==> src/sv/signed_int_to_decimal_ascii_core_macros.svh <==
// Assertion macros for the RTL file that checks itself.
`ifndef SIGNED_INT_TO_DECIMAL_ASCII_CORE_MACROS_SVH
`define SIGNED_INT_TO_DECIMAL_ASCII_CORE_MACROS_SVH

// Check a property on every rising clk edge outside of reset.
`define SIDA_ASSERT(label, prop, msg) \
	label: assert property (@(posedge clk) disable iff (!arst_n) (prop)) else $error(msg);

// Check that a condition implies another one in the same cycle.
`define SIDA_ASSERT_IMP(label, cond, prop, msg) \
	label: assert property (@(posedge clk) disable iff (!arst_n) (cond) |-> (prop)) \
		else $error(msg);

`endif

==> src/sv/sida_pkg.sv <==
`timescale 1ns / 1ps
`default_nettype none

package sida_pkg;

	localparam int unsigned RADIX_DEFAULT = 10;
	localparam int unsigned MAX_CHARS     = 11;
	localparam logic [6:0]  CHAR_ZERO     = 7'd48;
	localparam logic [6:0]  CHAR_MINUS    = 7'd45;

	// Clamp a requested radix to 2..10.
	function automatic int unsigned clamp_radix(input int unsigned radix);
		int unsigned r;
		r = radix;
		if (r < 2) r = 2;
		if (r > 10) r = 10;
		return r;
	endfunction

	// Digits needed for the largest 32-bit magnitude in this base.
	function automatic int unsigned num_digits(input int unsigned base);
		longint unsigned p;
		int unsigned n;
		p = 1;
		n = 1;
		for (int i = 0; i < 32; i++) begin
			if (p * base <= 64'hFFFF_FFFF) begin
				p = p * base;
				n = n + 1;
			end
		end
		return n;
	endfunction

	// base**k, evaluated at elaboration only.
	function automatic logic [31:0] radix_weight(input int unsigned base, input int unsigned k);
		longint unsigned p;
		p = 1;
		for (int i = 0; i < 32; i++) begin
			if (i < k) p = p * base;
		end
		return p[31:0];
	endfunction

endpackage

`default_nettype wire

==> src/sv/signed_int_to_decimal_ascii_core.sv <==
// Signed 32-bit integer to ASCII text converter.
//
// Input stream (s_*): one 32-bit two's complement word per value. The core
// accepts a word only while it is idle; a value occupies it until its last
// character has been loaded into the output register.
// Output stream (m_*): one character per word, most significant digit
// first, no leading zeros, '-' first for negative values, tlast on the
// final character. Zero gives the single character '0'.
// Digits come from one shared compare/subtract unit that walks the table of
// radix weights from the top, resolving one digit bit per cycle; each digit
// then passes through an emit step. A '-' is loaded in a sign step between
// the accept and the first digit. Leading zero positions are walked too, so
// the first digit of a short value waits until every higher weight has been
// tried. Text is capped at 11 characters.
// The output register frees the sequencer: if the receiver stalls, the
// sequencer holds in its sign or emit step until the register drains.
// Reset (arst_n low) drops any conversion in flight and empties the
// output register; the core comes back idle and ready.
`timescale 1ns / 1ps
`default_nettype none

`include "signed_int_to_decimal_ascii_core_macros.svh"

module signed_int_to_decimal_ascii_core
	import sida_pkg::*;
#(
	parameter int unsigned RADIX = RADIX_DEFAULT
) (
	input  wire logic        clk,
	input  wire logic        arst_n,
	input  wire logic        s_tvalid,
	output logic             s_tready,
	input  wire logic [31:0] s_tdata,   // [31:0] value
	output logic             m_tvalid,
	input  wire logic        m_tready,
	output logic [7:0]       m_tdata,   // [6:0] char_code, [7] zero pad
	output logic             m_tlast    // last
);

	localparam int unsigned BASE  = clamp_radix(RADIX);
	localparam int unsigned NDIG  = num_digits(BASE);
	localparam int unsigned DBITS = $clog2(BASE);
	localparam int unsigned KW    = (NDIG > 1) ? $clog2(NDIG) : 1;
	localparam int unsigned BW    = (DBITS > 1) ? $clog2(DBITS) : 1;
	localparam int unsigned CW    = $clog2(MAX_CHARS + 1);
	localparam int unsigned XW    = 32 + DBITS;

	typedef enum logic [1:0] {
		ST_IDLE,
		ST_SIGN,
		ST_STEP,
		ST_EMIT
	} state_t;

	state_t            state_q;
	logic [31:0]       rem_q;
	logic [KW-1:0]     k_q;
	logic [BW-1:0]     b_q;
	logic [DBITS-1:0]  digit_q;
	logic [CW-1:0]     cnt_q;
	logic              started_q;
	logic              out_valid_q;
	logic [6:0]        char_q;
	logic              last_q;

	// Weight table, one constant per digit position.
	logic [31:0] weight_tbl [NDIG];
	for (genvar g = 0; g < NDIG; g++) begin : g_weight
		assign weight_tbl[g] = radix_weight(BASE, g);
	end

	// Shared compare/subtract unit: remainder against weight << bit.
	logic [XW-1:0] rem_ext;
	logic [XW-1:0] wsh;
	logic [XW-1:0] diff;
	logic          ge;
	logic [31:0]   mag;
	logic          out_free;
	logic          emit_last;
	logic          skip_zero;
	logic          load_out;

	assign rem_ext   = {{DBITS{1'b0}}, rem_q};
	assign wsh       = {{DBITS{1'b0}}, weight_tbl[k_q]} << b_q;
	assign diff      = rem_ext - wsh;
	assign ge        = (rem_ext >= wsh);
	assign mag       = s_tdata[31] ? (32'd0 - s_tdata) : s_tdata;
	assign out_free  = !out_valid_q || m_tready;
	assign emit_last = (k_q == '0) || (cnt_q == CW'(MAX_CHARS - 1));
	assign skip_zero = (digit_q == '0) && !started_q && (k_q != '0);
	assign load_out  = out_free &&
		((state_q == ST_SIGN) || ((state_q == ST_EMIT) && !skip_zero));

	assign s_tready = (state_q == ST_IDLE);
	assign m_tvalid = out_valid_q;
	assign m_tdata  = {1'b0, char_q};
	assign m_tlast  = last_q;

	always_ff @(posedge clk or negedge arst_n) begin
		if (!arst_n) begin
			state_q     <= ST_IDLE;
			out_valid_q <= 1'b0;
			k_q         <= '0;
			b_q         <= '0;
			digit_q     <= '0;
			cnt_q       <= '0;
			started_q   <= 1'b0;
			rem_q       <= '0;
			char_q      <= '0;
			last_q      <= 1'b0;
		end else begin
			// Load a new word, or drain the output register when the receiver takes it.
			if (load_out) begin
				out_valid_q <= 1'b1;
			end else if (out_valid_q && m_tready) begin
				out_valid_q <= 1'b0;
			end
			case (state_q)
				ST_IDLE: begin
					if (s_tvalid) begin
						rem_q     <= mag;
						k_q       <= KW'(NDIG - 1);
						b_q       <= BW'(DBITS - 1);
						digit_q   <= '0;
						cnt_q     <= '0;
						started_q <= 1'b0;
						state_q   <= s_tdata[31] ? ST_SIGN : ST_STEP;
					end
				end
				ST_SIGN: begin
					// Load the minus sign once the output register is free.
					if (out_free) begin
						char_q      <= CHAR_MINUS;
						last_q      <= 1'b0;
						cnt_q       <= cnt_q + CW'(1);
						state_q     <= ST_STEP;
					end
				end
				ST_STEP: begin
					// Resolve one digit bit per cycle.
					if (ge) begin
						rem_q   <= diff[31:0];
						digit_q <= digit_q | (DBITS'(1) << b_q);
					end
					if (b_q == '0) begin
						state_q <= ST_EMIT;
					end else begin
						b_q <= b_q - BW'(1);
					end
				end
				ST_EMIT: begin
					if (skip_zero) begin
						// Drop a leading zero and advance to the next weight.
						k_q     <= k_q - KW'(1);
						b_q     <= BW'(DBITS - 1);
						digit_q <= '0;
						state_q <= ST_STEP;
					end else if (out_free) begin
						char_q      <= CHAR_ZERO + 7'(digit_q);
						last_q      <= emit_last;
						cnt_q       <= cnt_q + CW'(1);
						started_q   <= 1'b1;
						if (emit_last) begin
							state_q <= ST_IDLE;
						end else begin
							k_q     <= k_q - KW'(1);
							b_q     <= BW'(DBITS - 1);
							digit_q <= '0;
							state_q <= ST_STEP;
						end
					end
				end
				default: begin
					state_q <= ST_IDLE;
				end
			endcase
		end
	end

	`SIDA_ASSERT(a_cnt_bound, cnt_q <= CW'(MAX_CHARS), "character count beyond limit")
	`SIDA_ASSERT_IMP(a_digit_range, state_q == ST_EMIT, 32'(digit_q) < BASE, "digit not below radix")
	`SIDA_ASSERT_IMP(a_minus_not_last, m_tvalid && m_tdata[6:0] == CHAR_MINUS, !m_tlast, "minus sign flagged last")
	`SIDA_ASSERT_IMP(a_char_legal, m_tvalid, m_tdata[6:0] == CHAR_MINUS || (m_tdata[6:0] >= CHAR_ZERO && m_tdata[6:0] < CHAR_ZERO + 7'(BASE)), "illegal character")

endmodule

`default_nettype wire

==> config.mk <==
export PLATFORM = sky130hd
export DESIGN_NAME = signed_int_to_decimal_ascii_core
export DESIGN_NICKNAME = d
export VERILOG_FILES = /design/src/sv/sida_pkg.sv /design/src/sv/signed_int_to_decimal_ascii_core.sv
export VERILOG_INCLUDE_DIRS = /design/src /design/src/sv
export SDC_FILE = /design/constraint.sdc
export NUM_CORES = 1
export LEC_CHECK = 0
export BUFFER_PORTS_ARGS = -buffer_cell sky130_fd_sc_hd__buf_2
export CORE_MARGIN = 1
export CORE_UTILIZATION = 60
export CTS_CLUSTER_SIZE = 14
export DETAILED_ROUTE_END_ITERATION = 8
export PLACE_DENSITY = 0.91
export SLEW_MARGIN = 15
export SYNTH_ARGS = -nofsm -noshare
export SYNTH_HDL_FRONTEND = slang
export SYNTH_SLANG_ARGS = --single-unit
==> constraint.sdc <==
create_clock -name clk -period 10.85 [get_ports clk]
set_input_delay 2.17 -clock clk [delete_from_list [all_inputs] [get_ports clk]]
set_output_delay 2.17 -clock clk [all_outputs]
set_load 0.01 [all_outputs]
==> impl_results.md <==
- Max FO, Critical Path: 64
- Hold buffer count at CTS: 0
- Critical path class: reg -> reg
- Measured slew at the worst slew-check pin: 1.007 ns
- Synth top area cells: dfrtp_1 23%, ha_1 10%, nand2_1 6.7%
- Worst Setup End Kind: flip-flop
- Final Hold Fails: 0
- Post-synthesis cell count: around 830
- Die W: about 100 µm
- Netlist cell types: 75
- Synthesized area per cell: approximately 7.5 µm²
- First-pass GRT wire length: approximately 27000 µm
- Clk_lat worst skew: 0.38 ns
- Area grow syn2layout: 7.097%
- R2r worst-path depth: 13
- Slew Viols, Final: 0
- Top cells by count, synth: 112 x nand2_1, 81 x a21oi_1, 81 x nor2_1, 76 x o21ai_0, 57 x dfrtp_1
- Clock buffer count from CTS: 9
- Worst path required time: between 10 and 15 ns
- Final WL: 16530 µm
- Post-place setup slack: 5.733 ns
- Power per Cell Area: around 350 nW/µm²
- IO Count: 47
- Metal1 wirelength: 7120 µm
- EDFF count, synth: 0
- Tmin final: 5.210 ns
- Dpl cells: around 960
- Max Cap Viol: 0
- Die Y-Extent: 104.3 µm
- Sequential element share of the synthesized area: a little under a quarter
- Setup Viol. Count Final: 0
- DRT iter0 DRCs: 420
- Initial antenna violation count: 1
- #FFs+latches synth: 57
- Count leader, synth: nand2_1
- Worst R2R Setup Slack: 5.64 ns
- Largest net degree at the start of global routing: 73
- Sink Count: 57
- CP Launch Type: flip-flop
- Routed wire length on met3: between 1000 and 1500 µm
- P_leak: 2.945 nW
- H-tree levels: 3
- Fin Clk Skew: 0.01888 ns
- Root Buffer: clkbuf_8
- Post-route DRC violation count: 1
- Outcome: finished, violations left
- CP Data Arrival Time: between 5 and 6 ns
- Gr usage total: ~31%
- RSZ-0062 raised after global routing: false
- Synth Flop Type: dfrtp_1
- Vias in the first global route: 5678
- Full die area: approximately 11000 µm²
- Worst slew margin: 32.83%
- Via count: between 6000 and 7000
- Site Rows: 36
- FF-to-FF End: rem_q[27]
- Hold Slack: about 0.48 ns
- GR Overflow Total: 0
- Failing checks: design-rule violations
- Post-CTS sizing: 0
- Fraction of layout cells with a size suffix above 1: 10.89%
- Post-synth ARST share: 100.0%
- Leading area contributor after synthesis: dfrtp_1
- PnR worst setup slack: roughly 5.6 ns
- Hpwl dp: approximately 12000 µm
- Setup crit end: rem_q[27]
- Worst-path clk slew: 0.07 ns
- Final net count: slightly above 900
- Buffer count from post-CTS setup fixing: 0
- # port buffers: 44
- TritonCTS clock tree: done
- Mapped Area: about 6300 µm²
- Routed vias/inst: 6.428
- Critical Path Start: b_q[0]
- Maximum clock path buffer count: 2
- Uppermost layer routed: met4
- Hold crit path type: reg -> reg
- Max VDD drop: approximately 0.00013 V
- Post-DRT Antenna Nets: 0
- Worst R2R Start: b_q[0]
- Met2 routed WL: approximately 7500 µm
- Finished Layout Cells: around 1000
- Avg WL per Cell: about 17 µm
- TNS Setup: 0 ns
- Final period utilization: between 40 and 50%
- Synth top area share: around 23%
- DRT Pass-1 Iters: 7
- Placeable Area: around 10000 µm²
- F_max: around 190 MHz
- Routability-driven placement congestion ratio: 1.019
- Initial Util: 63.05%
- Synth warn: 0
[how the worst min path moves through the flow]
stage	cells past startpoint	startpoint	endpoint	slack, ns
floorplan	2	rem_q[26]	rem_q[26]	0.46
global placement	1	char_q[5]	char_q[5]	0.45
detailed placement	2	m_tlast	m_tlast	0.47
CTS	2	m_tlast	m_tlast	0.48
global route	2	m_tlast	m_tlast	0.50
finish	2	char_q[1]	char_q[1]	0.48
[per-stage QoR]
step / total power (W) / instance area (µm²) / utilization (%)
2_1_floorplan: 0.001719 / 6280 / -
3_3_place_gp: 0.002028 / 6465 / 64.94
3_5_place_dp: 0.002056 / 6465 / 64.94
4_1_cts: 0.002335 / 6719 / 67.50
5_1_grt: 0.002576 / 6721 / 67.52
6_report: 0.002375 / 6721 / 67.52
[metal layers]
metal | track usage (%) | vias up
met5 | 0 | -
met3 | 6.516 | 50
met4 | 12.65 | 0
met1 | 41.51 | 2880
met2 | 48.63 | 313
li1 | - | 3050
[power by group]
part	total, W	internal, W	switching, W
registers	0.000378	0.000294	0.0000841
logic	0.00173	0.000644	0.00109
clock network	0.000263	0.000166	0.0000970
total	0.00237	0.00110	0.00127
[worst max-delay path, stage by stage, from the launching register on]
cell and delay (ns):
dfrtp_1 1.01, clkinv_1 0.55, nor2_1 0.27, a21oi_1 0.09
o21ai_0 0.26, mux2i_1 0.16, ha_1 0.48, nand2_1 0.11
o211ai_1 0.26, a31oi_1 0.15, and3_1 0.20, o311ai_1 0.18
nand4_4 0.76, a221o_1 0.59
[kinds of logic after synthesis]
group / Yosys count / share of synthesized area [%]
compound gates: 282 / 28.45
xor+xnor: 54 / 7.536
fa+ha+maj: 51 / 10.29
buf+inv: 76 / 5.044
flops: 57 / 22.73
mux: 16 / 2.851
other cells: 1 / 0.05975
simple gates: 296 / 23.05
[placed cells by master (no fill, tap or decap), types with 19 or more instances in the layout]
cell / Yosys / final
buf_2: 13 / 44
ha_1: 50 / 49
nand3_1: 20 / 20
dfrtp_1: 57 / 57
o21ai_0: 76 / 76
nand2_1: 112 / 112
xor2_1: 35 / 35
inv_1: 22 / 22
xnor2_1: 19 / 19
a21oi_1: 81 / 81
nor2_1: 81 / 81
[layout make-up]
class	count	area [µm²]
repair buffers	47	242.7
flip-flops and latches	57	1426
clock inverters	4	98.84
diodes	1	2.502
multi-input cells	701	4539
inverters	24	90.09
well taps	133	166.4
fillers	835	3233
clock buffers	12	155.1
[flip-flops by register name, summed over array words and instances (netlist names)]
register and cells:
rem_q 32, char_q 6, cnt_q 4, digit_q 4, k_q 4, b_q 2
state_q 2, m_tlast 1, m_tvalid 1, started_q 1
(Power assumes the default switching activity.)
